--- src/assert_macros.svh ---
// shared assertion macros for the compositor
`ifndef ASSERT_MACROS_SVH
`define ASSERT_MACROS_SVH

// antecedent implies consequent, checked while out of reset
`define ASSERT_IMPL(label, clk, rst_n, ante, cons) \
  label: assert property (@(posedge clk) disable iff (!(rst_n)) (ante) |-> cons) \
    else $error("implication check failed");

// expression must never hold while out of reset
`define ASSERT_NEVER(label, clk, rst_n, expr) \
  label: assert property (@(posedge clk) disable iff (!(rst_n)) !(expr)) \
    else $error("forbidden condition seen");

`endif

--- src/pac_pkg.sv ---
package pac_pkg;

  // stored pixel formats
  localparam logic [1:0] FMT_RGB565  = 2'd0;
  localparam logic [1:0] FMT_BGR565S = 2'd1;
  localparam logic [1:0] FMT_RGB332  = 2'd2;

  // operation kinds
  localparam logic [1:0] KIND_FILL  = 2'd0;
  localparam logic [1:0] KIND_COPY  = 2'd1;
  localparam logic [1:0] KIND_BLEND = 2'd2;
  localparam logic [1:0] KIND_NOP   = 2'd3;

  localparam logic [7:0] ALPHA_OPAQUE = 8'hFF;

  typedef struct packed {
    logic [1:0]  kind;
    logic [31:0] source_pixel;
    logic [15:0] dest_pixel;
    logic [7:0]  global_alpha;
  } item_t;

  typedef struct packed {
    logic [15:0] new_pixel;
    logic [15:0] panel_pixel;
  } result_t;

  typedef struct packed {
    logic [7:0] r;
    logic [7:0] g;
    logic [7:0] b;
  } rgb_t;

  // rounded divide by 255 of a product of two bytes
  function automatic logic [7:0] div255_round(input logic [15:0] v);
    logic [16:0] x;
    logic [17:0] s;
    x = {1'b0, v} + 17'd127;
    s = {1'b0, x} + {9'd0, x[16:8]} + 18'd1;
    return s[15:8];
  endfunction

  // stored word to 8-bit channels by bit replication
  function automatic rgb_t unpack_px(input logic [1:0] fmt, input logic [15:0] px);
    rgb_t        c;
    logic [15:0] bgr;
    bgr = {px[7:0], px[15:8]};
    case (fmt)
      FMT_RGB332: begin
        c.r = {px[7:5], px[7:5], px[7:6]};
        c.g = {px[4:2], px[4:2], px[4:3]};
        c.b = {px[1:0], px[1:0], px[1:0], px[1:0]};
      end
      FMT_BGR565S: begin
        c.r = {bgr[4:0], bgr[4:2]};
        c.g = {bgr[10:5], bgr[10:9]};
        c.b = {bgr[15:11], bgr[15:13]};
      end
      default: begin
        c.r = {px[15:11], px[15:13]};
        c.g = {px[10:5], px[10:9]};
        c.b = {px[4:0], px[4:2]};
      end
    endcase
    return c;
  endfunction

  // 8-bit channels to stored word
  function automatic logic [15:0] pack_px(input logic [1:0] fmt, input rgb_t c);
    logic [15:0] w;
    logic [15:0] bgr;
    bgr = {c.b[7:3], c.g[7:2], c.r[7:3]};
    case (fmt)
      FMT_RGB332:  w = {8'h00, c.r[7:5], c.g[7:5], c.b[7:6]};
      FMT_BGR565S: w = {bgr[7:0], bgr[15:8]};
      default:     w = {c.r[7:3], c.g[7:2], c.b[7:3]};
    endcase
    return w;
  endfunction

  // source plus scaled destination, clamped at full scale
  function automatic logic [7:0] add_sat(input logic [7:0] s, input logic [7:0] d);
    logic [8:0] v;
    v = {1'b0, s} + {1'b0, d};
    return v[8] ? 8'hFF : v[7:0];
  endfunction

endpackage

--- src/pac_scale.sv ---
module pac_scale (
  input  logic       clk_i,
  input  logic [7:0] a_i,
  input  logic [7:0] b_i,
  output logic [7:0] q_o
);
  import pac_pkg::*;

  logic [15:0] prod_q;
  logic [15:0] prod_d;

  // byte product, registered ahead of the rounding divide
  assign prod_d = a_i * b_i;

  always_ff @(posedge clk_i) begin
    prod_q <= prod_d;
  end

  // rounded divide by 255 on the registered product
  assign q_o = div255_round(prod_q);

endmodule

--- src/pixel_alpha_compositor.sv ---
// channel   | signals                            | dir | handshake
// ----------+------------------------------------+-----+-------------------------------
// item      | start, busy, item_i                | in  | taken when start && !busy
// result    | result_valid_o, result_o           | out | one-cycle strobe, no backpressure
// config    | cfg_we_i, cfg_wdata_i              | in  | written when cfg_we_i is high
//
// four register stages: source multiply, source divide, destination multiply,
// divide/add/pack into the output register; one beat may enter every cycle.
// busy is always low: nothing downstream can stall the pipeline.
// asynchronous active-low reset clears the stage valid bits and the format register.
`include "assert_macros.svh"

module pixel_alpha_compositor (
  input  logic             clk_i,
  input  logic             rst_ni,
  input  logic             start,
  output logic             busy,
  input  pac_pkg::item_t   item_i,
  input  logic             cfg_we_i,
  input  logic [1:0]       cfg_wdata_i,
  output logic             result_valid_o,
  output pac_pkg::result_t result_o
);
  import pac_pkg::*;

  logic [1:0] pixel_format_q;

  // stage valid bits
  logic vld_a_q, vld_b_q, vld_c_q, vld_d_q;

  // side payload per stage
  logic [1:0] fmt_a_q, fmt_b_q, fmt_c_q;
  logic       keep_a_q, keep_b_q, keep_c_q;
  rgb_t       dst_a_q, dst_b_q, dst_c_q;
  rgb_t       src_b_q, src_c_q;
  logic [7:0] sa_b_q, sa_c_q;

  // stage a inputs
  logic [7:0] in_sa;
  rgb_t       in_src;
  logic [7:0] chan_m;
  logic [7:0] alpha_m;
  logic       in_keep;
  rgb_t       in_dst;

  // scaler outputs
  logic [7:0] sa_sc;
  rgb_t       src_sc;
  rgb_t       dst_sc;

  // output stage
  rgb_t       over_c;
  rgb_t       fin_c;
  logic [15:0] stored_d;
  result_t    result_d;
  result_t    result_q;

  assign busy = 1'b0;

  // format register
  always_ff @(posedge clk_i or negedge rst_ni) begin
    if (!rst_ni) begin
      pixel_format_q <= FMT_RGB565;
    end else if (cfg_we_i) begin
      pixel_format_q <= cfg_wdata_i;
    end
  end

  // input decode: destination unpack and scale factors
  assign in_sa    = item_i.source_pixel[31:24];
  assign in_src.r = item_i.source_pixel[23:16];
  assign in_src.g = item_i.source_pixel[15:8];
  assign in_src.b = item_i.source_pixel[7:0];
  assign in_dst   = unpack_px(pixel_format_q, item_i.dest_pixel);

  always_comb begin
    chan_m  = ALPHA_OPAQUE;
    alpha_m = ALPHA_OPAQUE;
    in_keep = 1'b0;
    case (item_i.kind)
      KIND_FILL:  chan_m = in_sa;
      KIND_COPY:  chan_m = ALPHA_OPAQUE;
      KIND_BLEND: begin
        chan_m  = item_i.global_alpha;
        alpha_m = item_i.global_alpha;
        in_keep = (item_i.global_alpha == 8'h00);
      end
      KIND_NOP:   in_keep = 1'b1;
      default:    in_keep = 1'b1;
    endcase
  end

  // source scaling: product at stage a, rounded quotient into stage b
  pac_scale u_scale_sa (.clk_i(clk_i), .a_i(in_sa),    .b_i(alpha_m), .q_o(sa_sc));
  pac_scale u_scale_sr (.clk_i(clk_i), .a_i(in_src.r), .b_i(chan_m),  .q_o(src_sc.r));
  pac_scale u_scale_sg (.clk_i(clk_i), .a_i(in_src.g), .b_i(chan_m),  .q_o(src_sc.g));
  pac_scale u_scale_sb (.clk_i(clk_i), .a_i(in_src.b), .b_i(chan_m),  .q_o(src_sc.b));

  // destination scaling by the inverse source alpha
  pac_scale u_scale_dr (.clk_i(clk_i), .a_i(dst_b_q.r), .b_i(~sa_b_q), .q_o(dst_sc.r));
  pac_scale u_scale_dg (.clk_i(clk_i), .a_i(dst_b_q.g), .b_i(~sa_b_q), .q_o(dst_sc.g));
  pac_scale u_scale_db (.clk_i(clk_i), .a_i(dst_b_q.b), .b_i(~sa_b_q), .q_o(dst_sc.b));

  // valid chain
  always_ff @(posedge clk_i or negedge rst_ni) begin
    if (!rst_ni) begin
      vld_a_q <= 1'b0;
      vld_b_q <= 1'b0;
      vld_c_q <= 1'b0;
      vld_d_q <= 1'b0;
    end else begin
      vld_a_q <= start && !busy;
      vld_b_q <= vld_a_q;
      vld_c_q <= vld_b_q;
      vld_d_q <= vld_c_q;
    end
  end

  // payload alongside the scalers
  always_ff @(posedge clk_i) begin
    fmt_a_q  <= pixel_format_q;
    keep_a_q <= in_keep;
    dst_a_q  <= in_dst;

    fmt_b_q  <= fmt_a_q;
    keep_b_q <= keep_a_q;
    dst_b_q  <= dst_a_q;
    src_b_q  <= src_sc;
    sa_b_q   <= sa_sc;

    fmt_c_q  <= fmt_b_q;
    keep_c_q <= keep_b_q;
    dst_c_q  <= dst_b_q;
    src_c_q  <= src_b_q;
    sa_c_q   <= sa_b_q;
  end

  // source-over with saturation
  assign over_c.r = add_sat(src_c_q.r, dst_sc.r);
  assign over_c.g = add_sat(src_c_q.g, dst_sc.g);
  assign over_c.b = add_sat(src_c_q.b, dst_sc.b);

  // pick destination, source or composite, then repack
  always_comb begin
    if (keep_c_q || sa_c_q == 8'h00) begin
      fin_c = dst_c_q;
    end else if (sa_c_q == ALPHA_OPAQUE) begin
      fin_c = src_c_q;
    end else begin
      fin_c = over_c;
    end
    stored_d             = pack_px(fmt_c_q, fin_c);
    result_d.new_pixel   = stored_d;
    result_d.panel_pixel = (fmt_c_q == FMT_RGB332)
                         ? pack_px(FMT_RGB565, unpack_px(FMT_RGB332, stored_d))
                         : stored_d;
  end

  always_ff @(posedge clk_i) begin
    result_q <= result_d;
  end

  assign result_valid_o = vld_d_q;
  assign result_o       = result_q;

  // every accepted beat gives exactly one result
  `ASSERT_IMPL(a_beat_out, clk_i, rst_ni, start && !busy, ##4 result_valid_o)
  `ASSERT_IMPL(a_out_beat, clk_i, rst_ni, result_valid_o, $past(start && !busy, 4))

  // transparent copy in RGB565 returns the destination word untouched
  `ASSERT_IMPL(a_clear_copy, clk_i, rst_ni,
    start && item_i.kind == KIND_COPY && item_i.source_pixel[31:24] == 8'h00 &&
    pixel_format_q == FMT_RGB565,
    ##4 (result_o.new_pixel == $past(item_i.dest_pixel, 4)))

  // panel word differs from the stored word only for the one-byte format
  `ASSERT_NEVER(a_panel_word, clk_i, rst_ni,
    result_valid_o && result_o.new_pixel[15:8] != 8'h00 &&
    result_o.panel_pixel != result_o.new_pixel)

endmodule

--- config.mk ---
export PLATFORM = sky130hd
export DESIGN_NAME = pixel_alpha_compositor
export DESIGN_NICKNAME = d
export VERILOG_FILES = /design/src/pac_pkg.sv /design/src/pac_scale.sv /design/src/pixel_alpha_compositor.sv
export VERILOG_INCLUDE_DIRS = /design/src /design/src/src
export SDC_FILE = /design/constraint.sdc
export NUM_CORES = 1
export LEC_CHECK = 0
export BUFFER_PORTS_ARGS = -buffer_cell sky130_fd_sc_hd__clkbuf_2
export CORE_MARGIN = 2
export CORE_UTILIZATION = 40
export DETAILED_ROUTE_END_ITERATION = 8
export SYNTH_ARGS = -nofsm -noshare
export SYNTH_HDL_FRONTEND = slang
export SYNTH_SLANG_ARGS = --single-unit
--- constraint.sdc ---
create_clock -name clk_i -period 6.25 [get_ports clk_i]
set_input_delay 1.25 -clock clk_i [delete_from_list [all_inputs] [get_ports clk_i]]
set_output_delay 1.25 -clock clk_i [all_outputs]
set_load 0.02 [all_outputs]
==> flow_summary.json, run 1 <==
{
  "ys.flop_type": "dfxtp_1",
  "routabilityCongestion": 0.855,
  "portBuffers": 96,
  "grt_pass1_vias": 20405,
  "rsz0062_at_grt": "false",
  "n_fill_cell": 6584,
  "max_freq_mhz": 172,
  "cts.reportedPaths.clkPinSlew_ns": 0.07,
  "clock-root-buffer": "clkbuf_16",
  "placed_cell_area_mm2": 0.0289,
  "slew_viol_final": 0,
  "drtIter0Drc": 852,
  "synth-seq-cells": 283,
  "setup_violations": 0,
  "core_mm2": 0.0670,
  "clk_path_buf_depth": 3,
  "via_per_inst": 4.92,
  "finalClockSkew_ns": 0.0273,
  "critPathTopFamily": "adder cells",
  "maxCapViolations": 0,
  "ios": 98,
  "period_minus_slack_ns": 5.82,
  "numCtsBuffers": 34,
  "syn_inst": 2994,
  "area_growth_pct": 11.6,
  "gr-total-overflow": 0,
  "dieArea_mm2": 0.0697,
  "ys_warn_count": 0,
  "cp_max_fo": 13,
  "cpMaxStageDelayCell": "fa_1",
  "slew_headroom": 0.410,
  "synth_top_cell_by_area": "dfxtp_1",
  "layout_commonest_cell": "inv_1",
  "tns_ns": 0,
  "regArea_mm2": 0.00570,
  "initial_core_util": 0.403,
  "die_h_um": 264,
  "cts_tree": "yes",
  "nets": 3782,
  "avgSynthCellArea_um2": 9.03,
  "period_share": 0.931,
  "regToRegSetupSlack_ns": 0.46,
  "critPathKind": "input port to register",
  "cts.htree.levels": 2,
  "rows": 95,
  "worst_setup_path_start_kind": "input port",
  "crit_buf_inv": 5,
  "clock_sinks": 283,
  "multi_input_area_mm2": 0.0193,
  "tightestPinTransition_ns": 0.884,
  "crit_chain": "clkbuf_2, buf_4, a211o_1, and2_1, fa_1, fa_1, inv_1, fa_1, fa_1, inv_1, ha_1, inv_1, o21ai_0, and2_1, o21ai_0, nand2_1, a21oi_1, o21bai_1, a21o_1, a21oi_1, o21ai_0, xnor2_1",
  "cp_common_cell": "fa_1",
  "cp.required_ns": 6.66,
  "drc_errors": 0,
  "vias": 19863,
  "fin_area_mm2": 0.0302,
  "dp_hpwl_mm": 49.5,
  "synth_edf_count": 0,
  "drive_above_1_share": 0.0971,
  "insertion_delay_ns": 0.55,
  "grt.total_usage": 0.180,
  "finish.utilization": 0.450,
  "drt-total-wl_mm": 61.0,
  "hold_violations": 0,
  "final_antenna_net_count": 0,
  "drt_first_pass_iters": 5,
  "antenna_cells": 0,
  "final_cell_mix": "inv_1 (453), ha_1 (327), dfxtp_1 (277), fa_1 (252), nand2_1 (224)",
  "cp.arrival_ns": 6.22,
  "cp_slowest_stage_delay_ns": 0.55,
  "synthArstFlopShare": 0.0212,
  "synthTopCellsByArea": "dfxtp_1 (21%), fa_1 (19%), ha_1 (15%)",
  "yosysSeqAreaShare": 0.211,
  "synth_area_mm2": 0.0270,
  "ys_types": 110,
  "fp.dieW_um": 264,
  "end_kind": "register",
  "hold_path.class": "register to register",
  "status": "finished clean",
  "yosysTopAreaCellShare": 0.205,
  "antenna_found_initial": 0,
  "grt_max_degree": 37,
  "syn_nets": 3638,
  "grt_pass1_wl_mm": 103,
  "routedWlPerCell_um": 15.1
}
==> logic make-up after synthesis <==
kind of cell | Yosys count | synth area share
muxes | 14 | 0.00606
other | 1 | 0.000139
AOI/OAI and AO/OA | 478 | 0.115
xor gates and xnor gates | 225 | 0.0747
adders and majority gates | 583 | 0.340
buffers and inverters | 526 | 0.0766
DFF | 283 | 0.211
and+or+nand+nor | 884 | 0.178
==> layer usage <==
metal	part of all wire	vias to the layer above	wire, um	GRT usage
met1	0.46	9471	28100	0.230
met2	0.48	261	29400	0.316
met4	0.026	0	1590	0.0547
li1	-	10047	-	-
met3	0.031	84	1870	0.0245
met5	0	-	0	0
==> Yosys cell counts (88+ instances only) <==
cell type	count
fa_1	252
nand2_1	224
o21ai_0	120
dfxtp_1	277
a21oi_1	143
and2_1	138
nor2b_1	153
ha_1	328
xnor2_1	140
nand2b_1	88
nor2_1	93
inv_1	453
==> layout make-up <==
class,instances,area share
clock buffer,41,0.0301
clock inverter,20,0.00975
timing repair buffer,181,0.0375
sequential,283,0.189
tap,873,0.0362
inverter,453,0.0564
multi-input combinational,2185,0.641
==> repair_timing <==
action | 4_1_cts | 5_1_grt
hold buffers | 0 | 0
hold endpoints to repair | 0 | 0
resized for setup | 0 | 19
endpoints found under the setup margin | 3 | 28
pin swaps | 1 | 2
buffers inserted | 1 | 2
==> sequential cells by signal, summed over array words and instances, names as in the netlist, 8 cells and up <==
signal             flops
src_c_q               24
dst_b_q               22
u_scale_dr.prod_q     16
sa_b_q                 8
u_scale_dg.prod_q     16
dst_c_q               16
src_b_q               24
u_scale_sa.prod_q     16
dst_a_q               22
sa_c_q                 8
u_scale_sg.prod_q     16
u_scale_db.prod_q     16
u_scale_sb.prod_q     16
u_scale_sr.prod_q     16
result_o              32
==> through the flow <==
step,cells,hold slack [ns],setup slack [ns]
floorplan,2994,0.310,0.208
global placement,3972,0.311,-0.0553
detailed placement,3972,0.312,-0.107
CTS,4034,0.310,0.0619
global route,4036,0.319,0.0135
finish,4036,0.305,0.433
==> worst register-to-register path, delay by kind of cell, from the launching register on <==
family                   cells  cell delay [ns]
AND/OR/NAND/NOR              8             1.86
AO/OA/AOI/OAI                9             1.36
adder cells (fa/ha/maj)      3             0.91
multiplexers                 2             0.51
buffers and inverters        5             0.49
flip-flops                   1             0.34
XOR/XNOR                     1             0.18
==> worst paths after layout <==
path                                         startpoint                       endpoint  depth (start not counted)
max                                          item_i[57]  u_scale_sr.prod_q[15]$_DFF_P_                         22
min                                  dst_a_q[0]$_DFF_P_             dst_b_q[0]$_DFF_P_                          0
max reg2reg                u_scale_dg.prod_q[0]$_DFF_P_            result_o[8]$_DFF_P_                         28
min reg2reg                          dst_a_q[0]$_DFF_P_             dst_b_q[0]$_DFF_P_                          0
max in group asynchronous                        rst_ni              vld_a_q$_DFF_PN0_                          1
min in group asynchronous                        rst_ni       result_valid_o$_DFF_PN0_                          1
Power of run 1 is left out: the tool's default activity adds up to more than one toggle a clock period on the data nets, which glitch-free logic cannot reach.
==> run 2: changes to the inputs <==
- CORE_UTILIZATION: 40 -> 29
==> run 2 against run 1 <==
  * Clock-buffer cell count grew 6
  * Sequential share of layout area shrank 0.25 points
  * Via count grew 0.94%
  * Die area grew 37%
  * Critical endpoint is now result_o[8]$_DFF_P_
  * Highest routed layer is now met5
==> flow_summary.json, run 2 (synthesized netlist as in run 1, its figures left out) <==
{
  "status": "finished clean",
  "slew_headroom": 0.372,
  "cpMaxStageDelayCell": "or4_1",
  "hp-start": "dst_a_q[12]$_DFF_P_",
  "dp_slack_ns": 0.0274,
  "cts_hold_buf": 0,
  "portBuffers": 96,
  "final_antenna_net_count": 0,
  "reg2reg_from": "u_scale_dg.prod_q[0]$_DFF_P_",
  "setup_ws_ns": 0.453,
  "placed_cell_area_mm2": 0.0293,
  "min_to": "dst_b_q[12]$_DFF_P_",
  "drt_first_pass_iters": 5,
  "cp.arrival_ns": 6.26,
  "finalClockSkew_ns": 0.0390,
  "tns_ns": 0,
  "end_kind": "register",
  "maxCapViolations": 0,
  "final_cell_mix": "inv_1 (453), ha_1 (328), dfxtp_1 (277), fa_1 (252), nand2_1 (224)",
  "routedWlPerCell_um": 14.1,
  "nets": 3770,
  "gr-total-overflow": 0,
  "layout_commonest_cell": "inv_1",
  "die_h_um": 309,
  "n_fill_cell": 9674,
  "cp_slowest_stage_delay_ns": 0.56,
  "finish.utilization": 0.333,
  "cts_tree": "yes",
  "hold_path.class": "register to register",
  "clk_path_buf_depth": 3,
  "max_freq_mhz": 173,
  "cp_max_fo": 7,
  "numCtsBuffers": 37,
  "ios": 98,
  "min_path_cells": 0,
  "largest_reg_flops": 32,
  "period_share": 0.927,
  "cts.htree.levels": 2,
  "cp_common_cell": "inv_1",
  "slew_viol_final": 0,
  "dp_hpwl_mm": 50.4,
  "vias": 20049,
  "multi_input_area_mm2": 0.0193,
  "drtIter0Drc": 791,
  "initial_core_util": 0.294,
  "dieArea_mm2": 0.0956,
  "insertion_delay_ns": 0.58,
  "tightestPinTransition_ns": 0.942,
  "grt_pass1_wl_mm": 103,
  "worst_setup_path_start_kind": "register",
  "rr_worst_depth": 27,
  "fp.dieW_um": 309,
  "regToRegSetupSlack_ns": 0.45,
  "antenna_found_initial": 2,
  "period_minus_slack_ns": 5.80,
  "regArea_mm2": 0.00570,
  "clock_sinks": 283,
  "critPathKind": "register to register",
  "rsz0062_at_grt": "false",
  "area_growth_pct": 13.1,
  "core_mm2": 0.0919,
  "routabilityCongestion": 0.876,
  "cp.required_ns": 6.72,
  "clock-root-buffer": "clkbuf_16",
  "r2r-end": "result_o[8]$_DFF_P_",
  "drc_errors": 0,
  "grt.total_usage": 0.132,
  "grt_pass1_vias": 20443,
  "rows": 111,
  "setup_violations": 0,
  "hold_violations": 0,
  "cts.reportedPaths.clkPinSlew_ns": 0.06,
  "grt_max_degree": 37,
  "drt-total-wl_mm": 62.0,
  "drive_above_1_share": 0.0914,
  "fin_area_mm2": 0.0306,
  "via_per_inst": 4.56
}
==> run 2: changes by cell type in the layout (fill, tap and decap cells not counted), sizes merged <==
| cell | delta |
|---|---|
| clkinv | -2 |
| buf | -15 |
| bufinv | -4 |
| inv | +1 |
| clkinvlp | +2 |
| diode | +1 |
| clkbuf | +6 |
==> run 2: worst max-delay path by stage <==
stage / cells after the start / slack [ns] / endpoint / startpoint
floorplan: 23 / 0.21 / u_scale_sr.prod_q[15]$_DFF_P_ / item_i[57]
global placement: 22 / 0.11 / u_scale_sb.prod_q[15]$_DFF_P_ / item_i[57]
detailed placement: 30 / 0.03 / result_o[8]$_DFF_P_ / u_scale_dg.prod_q[0]$_DFF_P_
CTS: 30 / 0.006 / result_o[8]$_DFF_P_ / u_scale_dg.prod_q[0]$_DFF_P_
global route: 24 / 0.001 / result_o[24]$_DFF_P_ / u_scale_dr.prod_q[0]$_DFF_P_
finish: 27 / 0.45 / result_o[8]$_DFF_P_ / u_scale_dg.prod_q[0]$_DFF_P_
==> run 2: area by class of cell <==
| cell class | count | area share |
|---|---|---|
| Antenna cell | 1 | 0.0000818 |
| Clock buffer | 47 | 0.0338 |
| Clock inverter | 17 | 0.00655 |
| Inverter | 453 | 0.0556 |
| Multi-Input combinational cell | 2185 | 0.632 |
| Sequential cell | 283 | 0.186 |
| Tap cell | 1243 | 0.0509 |
| Timing Repair Buffer | 166 | 0.0349 |
==> run 2: per-stage QoR <==
step / hold slack [ns] / cells
6_report: 0.322 / 4395
3_5_place_dp: 0.312 / 4328
3_3_place_gp: 0.310 / 4328
2_1_floorplan: 0.310 / 2994
5_1_grt: 0.329 / 4395
4_1_cts: 0.324 / 4392
==> run 2: timing repair <==
action | in CTS | in global routing
buffers inserted | 0 | 2
resized for setup | 0 | 13
endpoints found under the setup margin | 0 | 28
==> run 2: critical path, delay by kind of cell (launching register included) <==
| kind | cells | cell delay (ns) |
|---|---|---|
| AOI/OAI and AO/OA | 9 | 1.49 |
| adders and majority gates | 3 | 0.93 |
| muxes | 2 | 0.54 |
| and+or+nand+nor | 8 | 1.86 |
| DFF | 1 | 0.40 |
| xor gates and xnor gates | 1 | 0.20 |
| buffers and inverters | 4 | 0.31 |
==> run 2: routing by layer <==
layer / up-vias / part of all wire / global-route usage / routed length [um]
met5: - / 0.00021 / 0 / 13
met3: 101 / 0.035 / 0.0188 / 2180
met1: 9624 / 0.47 / 0.175 / 29400
met4: 2 / 0.024 / 0.0371 / 1490
li1: 10018 / - / - / -
met2: 304 / 0.47 / 0.224 / 28900
Power of run 2 is left out for the same reason.
==> run 3: changes to the inputs <==
- clock period: 6.25 -> 5.8 ns (I/O delays scaled with it)
==> run 3 against run 2 <==
  * Sequential cell count stayed put
  * Worst setup slack worse by 0.094 ns
  * Die area stayed put
  * Register-to-register slack worse by 0.04 ns
  * Sequential share of layout area is 0.71 points lower
  * Hold slack worse by 0.0096 ns
  * Final area is 4.0% higher
  * Wire length is 2.4% higher
  * First-iteration DRC count is 20% higher
  * Critical path depth is 4 lower
  * Non-clock buffer count is 156 higher
==> flow_summary.json, run 3 (synthesized netlist as in run 1, its figures left out) <==
{
  "crit_buf_inv": 5,
  "via_per_inst": 4.52,
  "portBuffers": 96,
  "wl_met3_mm": 2.19,
  "cp.required_ns": 6.22,
  "dieArea_mm2": 0.0956,
  "numCtsBuffers": 35,
  "clk_path_buf_depth": 3,
  "end_kind": "register",
  "cts.htree.levels": 2,
  "cp_slowest_stage_delay_ns": 0.55,
  "period_share": 0.938,
  "slew_headroom": 0.409,
  "drt-total-wl_mm": 63.5,
  "cp_max_fo": 8,
  "layout_commonest_cell": "inv_1",
  "fp.dieW_um": 309,
  "period_minus_slack_ns": 5.44,
  "insertion_delay_ns": 0.54,
  "slew_viol_final": 0,
  "critPathKind": "input port to register",
  "min_to": "src_c_q[21]$_DFF_P_",
  "reg2reg_from": "u_scale_db.prod_q[0]$_DFF_P_",
  "r2r-end": "result_o[21]$_DFF_P_",
  "grt_max_degree": 37,
  "wl_met1_mm": 29.7,
  "hold_violations": 0,
  "grt_pass1_wl_mm": 107,
  "drc_errors": 0,
  "clock_sinks": 283,
  "tightestPinTransition_ns": 0.885,
  "regToRegSetupSlack_ns": 0.41,
  "grt_pass1_vias": 21148,
  "max_freq_mhz": 184,
  "rows": 111,
  "antenna_found_initial": 5,
  "ios": 98,
  "drt_first_pass_iters": 5,
  "wl_met2_mm": 30.5,
  "hold-worst-slack_ns": 0.313,
  "highest_layer": "met5",
  "initial_core_util": 0.294,
  "vias": 20549,
  "worst_setup_path_start_kind": "input port",
  "grt.total_usage": 0.137,
  "final_cell_mix": "inv_1 (453), ha_1 (328), dfxtp_1 (277), fa_1 (252), nand2_1 (223)",
  "hold_path.class": "register to register",
  "setup_violations": 0,
  "cp.arrival_ns": 5.86,
  "status": "finished clean",
  "hp-start": "src_b_q[21]$_DFF_P_",
  "cts_tree": "yes",
  "critPathTopFamily": "adder cells",
  "drtIter0Drc": 953,
  "gr-total-overflow": 0,
  "crit_chain": "clkbuf_2, nor2b_1, a211o_1, buf_4, and2_1, fa_1, fa_1, inv_1, fa_1, fa_1, inv_1, ha_1, inv_1, o21ai_0, and2_1, o21ai_0, nand2_1, a21oi_1, o21bai_1, a21o_1, a21oi_1, o21ai_0, xnor2_1",
  "drive_above_1_share": 0.138,
  "routedWlPerCell_um": 14.0,
  "dp_hpwl_mm": 52.3,
  "cpMaxStageDelayCell": "fa_1",
  "core_mm2": 0.0919,
  "min_path_cells": 0,
  "cp_common_cell": "fa_1",
  "die_h_um": 309,
  "routabilityCongestion": 0.896,
  "clock-root-buffer": "clkbuf_16",
  "cts.reportedPaths.clkPinSlew_ns": 0.06,
  "maxCapViolations": 0,
  "rr_worst_depth": 26,
  "final_antenna_net_count": 0,
  "largest_reg_flops": 32,
  "area_growth_pct": 17.6,
  "nets": 3924,
  "finalClockSkew_ns": 0.0170
}
-- run 3: cell types whose count changed in the layout (fill, tap and decap cells not counted), sizes merged --
cell / change
buf: +156
clkinvlp: -1
inv: -4
bufinv: +3
diode: +1
clkinv: +2
clkbuf: -4
-- run 3: worst max path at each step --
stage | startpoint | end | slack (ns) | cells after the start
detailed placement | item_i[57] | u_scale_sg.prod_q[15]$_DFF_P_ | -0.20 | 23
global route | u_scale_dg.prod_q[0]$_DFF_P_ | result_o[14]$_DFF_P_ | -0.01 | 32
floorplan | item_i[57] | u_scale_sr.prod_q[15]$_DFF_P_ | -0.05 | 23
CTS | u_scale_db.prod_q[0]$_DFF_P_ | result_o[13]$_DFF_P_ | 0.07 | 29
global placement | item_i[57] | u_scale_sr.prod_q[15]$_DFF_P_ | -0.17 | 23
finish | item_i[57] | u_scale_sr.prod_q[15]$_DFF_P_ | 0.36 | 23
-- run 3: area by class of cell --
class                      count  area [um^2]
antenna                        2         5.00
clock buffer                  43          990
clock inverter                17          229
fill                        9591        60200
inverter                     453         1700
multi-input combinational   2185        19400
sequential                   283         5700
tap                         1243         1560
timing repair buffer         322         2230
-- run 3: worst reg2reg max path, stage by stage (launching register included) --
cell,delay (ns)
dfxtp_1,0.31
inv_1,0.07
ha_1,0.17
nor3b_4,0.23
nand2_1,0.12
and4_1,0.24
xor2_2,0.16
ha_1,0.29
nor3b_1,0.14
a211o_1,0.30
a21oi_1,0.18
buf_4,0.13
a21oi_1,0.05
nor2_1,0.16
nor2_1,0.09
xor2_1,0.17
ha_1,0.29
and3_1,0.19
o31ai_1,0.08
mux2_2,0.32
o21a_1,0.26
o21a_1,0.23
buf_4,0.13
a211o_1,0.36
buf_4,0.21
o2bb2a_1,0.29
o21ai_1,0.16
-- run 3: per-layer routing --
| layer | global-route usage | vias to the layer above |
|---|---|---|
| met3 | 0.0146 | 76 |
| met2 | 0.239 | 292 |
| li1 | - | 10320 |
| met5 | 0 | - |
| met4 | 0.0322 | 2 |
| met1 | 0.182 | 9859 |
-- run 3: timing repair --
item	4_1_cts	5_1_grt
gates resized for setup	1	29
setup buffers	0	1
setup endpoints to repair	5	29
pin swaps	0	2
hold buffers	0	0
-- run 3: per-stage QoR --
step	setup TNS, ns	setup WS (ns)	util	area [um^2]	instances
final	0	0.360	0.346	31800	4548
after global routing	-0.0124	-0.0124	0.346	31800	4546
after CTS	0	0.0733	0.344	31700	4545
after detailed placement	-1.34	-0.204	0.331	30400	4485
after global placement	-0.833	-0.166	0.331	30400	4485
after floorplan	-0.0463	-0.0463	-	27000	2994
Power of run 3 is left out for the same reason.
